## src/hw/rtl/swr_pkg.sv

```systemverilog
// Shared types and constants for the sample-without-replacement block.
`default_nettype none

package swr_pkg;

  localparam int unsigned CFG_W    = 11;
  localparam int unsigned MEMBER_W = 11;
  localparam int unsigned EPOCH_W  = 8;

  localparam logic CFG_POP_SIZE     = 1'b0;
  localparam logic CFG_SAMPLE_COUNT = 1'b1;

  typedef enum logic [1:0] {
    ST_CLEAR,
    ST_IDLE,
    ST_READ,
    ST_WRITE
  } state_e;

  typedef struct packed {
    logic load;
    logic commit;
    logic clr_wr;
  } cmd_t;

  typedef struct packed {
    logic out_free;
    logic last;
    logic epoch_wrap;
    logic clr_last;
  } status_t;

endpackage

`default_nettype wire

```

## src/hw/rtl/swr_ctrl.sv

```systemverilog
// Controller state machine for the sample-without-replacement block.
`default_nettype none

module swr_ctrl (
  input  wire logic             clk_i,
  input  wire logic             rst_ni,
  input  wire logic             in_valid_i,
  output logic                  in_stall_o,
  input  wire swr_pkg::status_t status_i,
  output swr_pkg::cmd_t         cmd_o
);

  swr_pkg::state_e state_q, state_d;

  always_ff @(posedge clk_i or negedge rst_ni) begin
    if (!rst_ni) begin
      state_q <= swr_pkg::ST_CLEAR;
    end else begin
      state_q <= state_d;
    end
  end

  always_comb begin
    state_d       = state_q;
    in_stall_o    = 1'b1;
    cmd_o         = '0;
    case (state_q)
      swr_pkg::ST_CLEAR: begin
        cmd_o.clr_wr = 1'b1;
        if (status_i.clr_last) begin
          state_d = swr_pkg::ST_IDLE;
        end
      end
      swr_pkg::ST_IDLE: begin
        in_stall_o = 1'b0;
        if (in_valid_i) begin
          cmd_o.load = 1'b1;
          state_d    = swr_pkg::ST_READ;
        end
      end
      swr_pkg::ST_READ: begin
        state_d = swr_pkg::ST_WRITE;
      end
      swr_pkg::ST_WRITE: begin
        if (status_i.out_free) begin
          cmd_o.commit = 1'b1;
          if (status_i.last && status_i.epoch_wrap) begin
            state_d = swr_pkg::ST_CLEAR;
          end else begin
            in_stall_o = 1'b0;
            if (in_valid_i) begin
              cmd_o.load = 1'b1;
              state_d    = swr_pkg::ST_READ;
            end else begin
              state_d = swr_pkg::ST_IDLE;
            end
          end
        end
      end
      default: begin
        state_d = swr_pkg::ST_CLEAR;
      end
    endcase
  end

endmodule

`default_nettype wire

```

## config.mk

```make
export PLATFORM = sky130hd
export DESIGN_NAME = swr_ctrl
export DESIGN_NICKNAME = d
export VERILOG_FILES = /design/src/hw/rtl/swr_pkg.sv /design/src/hw/rtl/swr_ctrl.sv
export SDC_FILE = /design/constraint.sdc
export NUM_CORES = 1
export LEC_CHECK = 0
export BUFFER_PORTS_ARGS = -buffer_cell sky130_fd_sc_hd__clkbuf_2
export CORE_AREA = 2 2 39 41
export DETAILED_ROUTE_END_ITERATION = 16
export DIE_AREA = 0 0 41 43
export MAX_ROUTING_LAYER = met4
export PLACE_DENSITY = 0.35
export RECOVER_POWER = 25
export SLEW_MARGIN = 20
export SYNTH_ARGS = -nofsm -noshare
export SYNTH_HDL_FRONTEND = slang
export SYNTH_SLANG_ARGS = --single-unit
```

## constraint.sdc

```tcl
create_clock -name clk_i -period 1.35 [get_ports clk_i]
set_input_delay 0.27 -clock clk_i [delete_from_list [all_inputs] [get_ports clk_i]]
set_output_delay 0.27 -clock clk_i [all_outputs]
set_load 0.1 [all_outputs]
```

==> results of run 1 <==
-- cells in the final DEF, fill, tap and decap left out, drive strengths merged --
cell,n
o21ai,1
mux2i,1
clkbuf,9
a21oi,1
buf,8
o221a,1
dfrtp,2
o32a,1
o211a,1
or2,1
nand2,1
dlygate4sd3,1
inv,3
nand3,1
clkinvlp,1
a21boi,2
-- final timing paths --
kind | from | end | slack (ns) | cells past startpoint
max | state_q[1]$_DFFE_PN0P_ | cmd_o[0] | -0.07 | 3
min | status_i[0] | state_q[0]$_DFFE_PN0P_ | 0.30 | 2
max reg2reg | state_q[1]$_DFFE_PN0P_ | state_q[0]$_DFFE_PN0P_ | 0.26 | 3
min reg2reg | state_q[0]$_DFFE_PN0P_ | state_q[0]$_DFFE_PN0P_ | 0.73 | 3
max in group asynchronous | rst_ni | state_q[1]$_DFFE_PN0P_ | 0.85 | 2
min in group asynchronous | rst_ni | state_q[1]$_DFFE_PN0P_ | 0.36 | 2
-- logic make-up after synthesis --
family          after synthesis  synth area share, %
compound gates                7                 38.5
buf+inv                       4                 10.3
simple gates                  3                 10.3
flops                         2                 34.2
mux                           1                 6.84
-- cells in the mapped netlist (all sizes together) --
cell    number  share of area, %
dfrtp        2                34
o211a        1               6.8
mux2i        1               6.8
o221a        1               7.7
a21boi       2                10
o32a         1               6.8
nand2        1               2.6
a21oi        1               3.4
nand3        1               3.4
or2          1               4.3
inv          4                10
o21ai        1               3.4
-- report_power, final --
part / switching, uW / internal, uW / total, uW
sequential: 18.7 / 80.7 / 99.4
clock: 36.6 / 98.3 / 135
combinational: 335 / 223 / 558
total: 390 / 402 / 792
-- through the flow --
| step | TNS, ns | instance area, um2 |
|---|---|---|
| 3_3_place_gp | 0 | 307 |
| 3_5_place_dp | 0 | 307 |
| 6_report | -0.0860 | 368 |
| 4_1_cts | -0.185 | 357 |
| 5_1_grt | -0.226 | 368 |
| 2_1_floorplan | -0.0789 | 161 |
-- routing by layer --
metal / GRT usage, % / part of all wire [%] / vias up
met1: 7.37 / 37 / 95
met3: 0 / 8.4 / 0
met4: 6.00 / 0 / 0
li1: - / - / 99
met5: - / 0 / -
met2: 12.8 / 54 / 10
-- worst register-to-register path, cell delays in order, from the launching register on --
cell and delay (ns):
dfrtp_2 0.42, buf_4 0.15, mux2i_1 0.11, o32a_1 0.29
-- cell type report --
cell class / instances / share of cell area (%)
multi-input combinational: 11 / 28.9
clock buffer: 3 / 6.12
sequential: 2 / 13.9
inverter: 4 / 5.10
timing repair buffer: 15 / 40.5
tap: 16 / 5.44
-- timing repair --
action,in CTS,in global routing
hold buffers,1,0
endpoints found under the setup margin,4,4
endpoints found under the hold margin,2,0
gates cloned,0,0
pin swaps,3,0
gates resized for setup,4,2
setup buffers,1,1
==> out/metrics.csv, run 1 <==
stage;metric;value;unit
finish;final core utilization;26.6;%
detailed_routing;drt first-iter violations;3;
finish;diode count;0;
cts;CTS buffer count;3;
critical_path;highest fanout seen on the critical path;5;
detailed_routing;via count;204;
pwr;leakage power;0.000169;uW
pwr;PD cells;2150;nW/um2
critical_path;kind of cell with the highest combined delay on the critical path;flip-flops;
detailed_routing;vias per cell;4.00;
finish;area taken by flip-flops and latches;51.3;um2
global_route;first-pass GRT wire length;821;um
floorplan;Die Footprint;1760;um2
finish;layout filler cell count;161;
global_route;global route total overflow;0;
critical_path;delay of the slowest cell on the worst path;0.42;ns
floorplan;number of placement rows;14;
critical_path;standard cell with the maximum stage delay on the critical path;dfrtp_2;
timing;transition time at the pin with the least slew margin;0.169;ns
pwr;Final Power;792;uW
finish;number of standard cells in the final layout excluding fillers;51;
timing;Max Fclk;706;MHz
floorplan;height of the chip;43;um
pwr;IR drop worst, VDD;496;uV
timing;worst rel slew slack;88.6;%
synth;count of distinct cell types in the synthesized netlist;12;
detailed_routing;residual antenna-violating net count after detailed routing;0;
global_route;largest net degree at the start of global routing;6;
synth;synthesized flop and latch total;2;
job;MaxCap Viol Count;0;
critical_path;Critical Path AT;1.15;ns
critical_path;crit path buf inv count;2;
finish;share of layout cells above drive strength 1;71.4;%
detailed_routing;per-cell routed wire length;11.5;um
global_route;via count of the first global-routing pass;206;
timing;setup ws final;-0.0670;ns
critical_path;critical path endpoint category;output port;
global_route;initial antenna violation count;0;
synth;number of standard cells after synthesis;17;
finish;biggest regs;state_q x2;
global_route;overall routing resource usage;7.50;%
placement;post-DP HPWL;402;um
finish;Reg with most FFs;state_q;
floorplan;starting density of the core;10.6;%
timing;Setup Skew;0.00212;ns
placement;Post-Place Setup Slack;0.0799;ns
timing;max-slew violations;0;
synth;Seq/Total Area, Yosys;34.2;%
detailed_routing;Detailed Route WL;584;um
cts;CTS HTree Levels;1;
cts;TritonCTS clock tree;done;
finish;signed area change from the synthesized netlist to the final layout;151;%
synth;Yosys warning total;0;
finish;multi-input logic area;106;um2
critical_path;CP cell instances;or2_4, clkinvlp_4, buf_12;
critical_path;Critical Path Start Type;flop;
cts;CTS clock-pin slew for the worst setup and hold paths;0.03;ns
finish;number of flip-flops in the largest register;2;
critical_path;crit path kind;flop to output port;
floorplan;floorplan core area;1380;um2
timing;minimum period implied by the final worst setup slack;1.42;ns
timing;final setup violation count;3;
synth;average instance area after synthesis;8.61;um2
finish;fin nets;44;
timing;Hold WS;0.302;ns
synth;Syn Std Cell Area;146;um2
placement;Inst Count DP;45;
placement;Buffers on Ports;10;
timing;portion of the clock cycle consumed by the worst path in the final layout;105;%
timing;hold violation count in the final report;0;
synth;synthesized net count;24;
timing;RSZ-0062 raised after global routing;yes;
floorplan;horizontal die dimension;41;um
outcome;violated checks;setup timing;
cts;cell at the root of the clock tree;clkbuf_4;
min_path;kind of path behind the tightest hold check;input port to flop;
cts;Clock Latency Late Sink;0.23;ns
detailed_routing;post-detailed-route DRC marker count;0;
placement;routability cong.;0.550;
detailed_routing;number of detailed-route iterations in the first pass;4;
critical_path;required time of the critical path;1.08;ns
cts;Max Root-Sink Buffers;2;
cts;clock sink count;2;
floorplan;num ports;11;
outcome;status;complete, but fails checks;
(Power assumes the default switching activity.)
==> run 2: changes to the inputs <==
--- a/config.mk
+++ b/config.mk
@@ -5,12 +5,13 @@
 export SDC_FILE = /design/constraint.sdc
 export NUM_CORES = 1
 export LEC_CHECK = 0
+export ABC_AREA = 1
 export BUFFER_PORTS_ARGS = -buffer_cell sky130_fd_sc_hd__clkbuf_2
 export CORE_AREA = 2 2 39 41
 export DETAILED_ROUTE_END_ITERATION = 16
 export DIE_AREA = 0 0 41 43
 export MAX_ROUTING_LAYER = met4
-export PLACE_DENSITY = 0.35
+export PLACE_DENSITY = 0.36
 export RECOVER_POWER = 25
 export SLEW_MARGIN = 20
 export SYNTH_ARGS = -nofsm -noshare
==> run 2 against run 1 <==
Against the previous run: the run still ends with setup timing left; clock skew increased by 0.00059 ns; sequential cell count unchanged; core utilization rose by 4.4 points.
==> out/metrics.csv, run 2 <==
stage;metric;value;unit;change
outcome;status;complete, but fails checks;;
outcome;violated checks;setup timing;;
global_route;overall routing resource usage;6.80;%;-0.71 points
synth;most instantiated cells after synthesis;10 x nand2_1, 4 x inv_1, 3 x nand3_1;;
job;MaxCap Viol Count;0;;unchanged
synth;synthesized net count;34;;+42%
finish;fin nets;56;;+27%
finish;Reg with most FFs;state_q;;
timing;portion of the clock cycle consumed by the worst path in the final layout;105;%;about the same
detailed_routing;number of detailed-route iterations in the first pass;2;;-2
critical_path;endpoint of the worst register-to-register path;state_q[0]$_DFFE_PN0P_;;
critical_path;CP cell instances;buf_6, a31oi_4, buf_12;;
critical_path;Critical Path AT;1.15;ns;about the same
detailed_routing;vias per cell;3.70;;-7.5%
synth;Yosys top cell area share;32.0;%;-2.2 points
timing;Setup Skew;0.00271;ns;+0.000589 ns
placement;routability cong.;0.723;;+31%
critical_path;origin of the critical flop-to-flop path;state_q[1]$_DFFE_PN0P_;;
min_path;min-delay src;status_i[0];;
synth;cell taking the most area after synthesis;dfrtp_1;;
finish;biggest regs;state_q x2;;
synth;Post-synth EDFFs;0;;unchanged
floorplan;number of placement rows;14;;unchanged
global_route;first-pass GRT wire length;731;um;-11%
floorplan;Die Footprint;1760;um2;unchanged
cts;cell at the root of the clock tree;clkbuf_4;;
min_path;worst hold stages;5;;+3
critical_path;Critical Path Start Type;flop;;
placement;Buffers on Ports;10;;unchanged
global_route;initial antenna violation count;0;;unchanged
timing;RSZ-0062 raised after global routing;yes;;
finish;diode count;0;;unchanged
critical_path;required time of the critical path;1.08;ns;about the same
floorplan;horizontal die dimension;41;um;unchanged
critical_path;flop2flop setup slack;0.34;ns;+0.08 ns
finish;most frequent standard cell in the layout excluding fill and tap cells;nand2_1;;
timing;worst rel slew slack;89.6;%;+0.92 points
detailed_routing;via count;233;;+14%
global_route;global route total overflow;0;;unchanged
detailed_routing;Detailed Route WL;480;um;-18%
synth;asr flop ratio synth;100;%;unchanged
synth;synthesized flop and latch total;2;;unchanged
cts;clock sink count;2;;unchanged
floorplan;starting density of the core;11.3;%;+0.72 points
detailed_routing;drt first-iter violations;3;;unchanged
finish;signed area change from the synthesized netlist to the final layout;174;%;
synth;average instance area after synthesis;5.79;um2;-33%
critical_path;critical path endpoint category;output port;;
timing;Max Fclk;706;MHz;about the same
critical_path;delay of the slowest cell on the worst path;0.42;ns;about the same
timing;final setup violation count;4;;+1
floorplan;floorplan core area;1380;um2;unchanged
synth;count of distinct cell types in the synthesized netlist;10;;-2
global_route;largest net degree at the start of global routing;6;;unchanged
min_path;kind of path behind the tightest hold check;input port to flop;;
placement;post-DP HPWL;382;um;-4.8%
detailed_routing;post-detailed-route DRC marker count;0;;unchanged
cts;CTS buffer count;3;;unchanged
cts;Max Root-Sink Buffers;2;;unchanged
cts;Clock Latency Late Sink;0.22;ns;about the same
synth;most repeated cell in the gate-level netlist after synthesis;nand2_1;;
synth;Yosys warning total;0;;unchanged
detailed_routing;per-cell routed wire length;7.62;um;-33%
cts;TritonCTS clock tree;done;;
synth;ranking of synthesized cells by area;dfrtp_1 32%, nand2_1 24%, nand3_1 9.6%, inv_1 9.6%, a21oi_1 6.4%;;
timing;hold violation count in the final report;0;;unchanged
min_path;Min-Delay Endpoint;state_q[0]$_DFFE_PN0P_;;
synth;Seq/Total Area, Yosys;32.0;%;-2.2 points
placement;Post-Place Setup Slack;0.0539;ns;-0.0260 ns
synth;number of standard cells after synthesis;27;;+10
cts;CTS clock-pin slew for the worst setup and hold paths;0.03;ns;about the same
timing;setup ws final;-0.0659;ns;+0.00111 ns
global_route;via count of the first global-routing pass;203;;-1.5%
finish;commonest cells after routing, fill and taps aside;8 x nand2_1, 5 x clkbuf_2, 4 x inv_1, 4 x buf_12, 4 x buf_4;;
timing;transition time at the pin with the least slew margin;0.157;ns;-0.0126 ns
synth;Syn Std Cell Area;156;um2;+6.8%
floorplan;height of the chip;43;um;unchanged
critical_path;standard cell with the maximum stage delay on the critical path;dfrtp_2;;
synth;Most used DFF post-synth;dfrtp_1;;
critical_path;worst-case reg-to-reg path depth;6;;+3
detailed_routing;residual antenna-violating net count after detailed routing;0;;unchanged
finish;share of layout cells above drive strength 1;59.6;%;-12 points
floorplan;num ports;11;;unchanged
cts;CTS HTree Levels;1;;unchanged
critical_path;crit path kind;flop to output port;;
timing;max-slew violations;0;;unchanged
finish;number of flip-flops in the largest register;2;;unchanged
critical_path;highest fanout seen on the critical path;4;;-1
timing;minimum period implied by the final worst setup slack;1.42;ns;-0.00111 ns
run 2: cell types whose count changed in the layout (fill, tap and decap cells not counted), sizes merged, moves of 2 or more:
cell / previous run / this run
nand2: 1 / 10
a21boi: 2 / 0
inv: 3 / 5
nand3: 1 / 3
buf: 8 / 10
nor2: 0 / 3
run 2: cell type report:
| cell class | instances | area [um2] |
|---|---|---|
| Tap cell | 16 | 20.0 |
| Multi-Input combinational cell | 20 | 144 |
| Inverter | 5 | 18.8 |
| Clock buffer | 3 | 22.5 |
| Timing Repair Buffer | 17 | 171 |
| Sequential cell | 2 | 52.6 |
| Fill cell | 144 | 955 |
run 2: per-layer routing:
layer  share of wire [%]  global-route usage, %
met1                  43                   8.39
met3                  12                   3.14
met4                   0                   6.00
met5                   0                      -
met2                  45                   7.81
run 2: metrics by stage:
stage / std cells / setup TNS [ns] / instance area [um2] / utilization (%) / hold WS [ns]
floorplan: 27 / -0.145 / 203 / - / -0.0256
global placement: 56 / 0 / 355 / 25.7 / 0.0577
detailed placement: 56 / 0 / 355 / 25.7 / 0.0577
CTS: 62 / -0.218 / 414 / 29.9 / 0.320
global route: 63 / -0.366 / 429 / 31.0 / 0.320
finish: 63 / -0.176 / 429 / 31.0 / 0.327
run 2: critical path: cells and delay by family (launching register included):
family,cells,cell delay (ns)
AO/OA/AOI/OAI,1,0.19
flip-flops,1,0.42
buffers and inverters,2,0.31
run 2: logic make-up (layout without fill, tap and decap cells):
logic type	count (synthesis)	in the layout	synth area share [%]
and+or+nand+nor	16	16	42.4
buffers and inverters	5	25	12.0
AOI/OAI and AO/OA	4	4	13.6
DFF	2	2	32.0
run 2: timing repair:
| action | in CTS | in global routing |
|---|---|---|
| hold buffers | 1 | 0 |
| pin swaps | 4 | 4 |
| endpoints found under the setup margin | 4 | 4 |
| endpoints found under the hold margin | 2 | 0 |
| buffers inserted | 2 | 1 |
| gates resized for setup | 3 | 2 |
run 2: worst max-delay path by stage:
stage | cells after the start | from | end | slack, ns
floorplan | 3 | state_q[0]$_DFFE_PN0P_ | in_stall_o | -0.08
global placement | 5 | state_q[0]$_DFFE_PN0P_ | cmd_o[2] | 0.05
detailed placement | 5 | state_q[0]$_DFFE_PN0P_ | cmd_o[2] | 0.05
CTS | 5 | state_q[0]$_DFFE_PN0P_ | cmd_o[2] | -0.08
global route | 4 | state_q[1]$_DFFE_PN0P_ | cmd_o[2] | -0.13
finish | 3 | state_q[0]$_DFFE_PN0P_ | in_stall_o | -0.07
Power of run 2 is left out: the tool's default activity adds up to more than one toggle a clock period on the data nets, which glitch-free logic cannot reach.
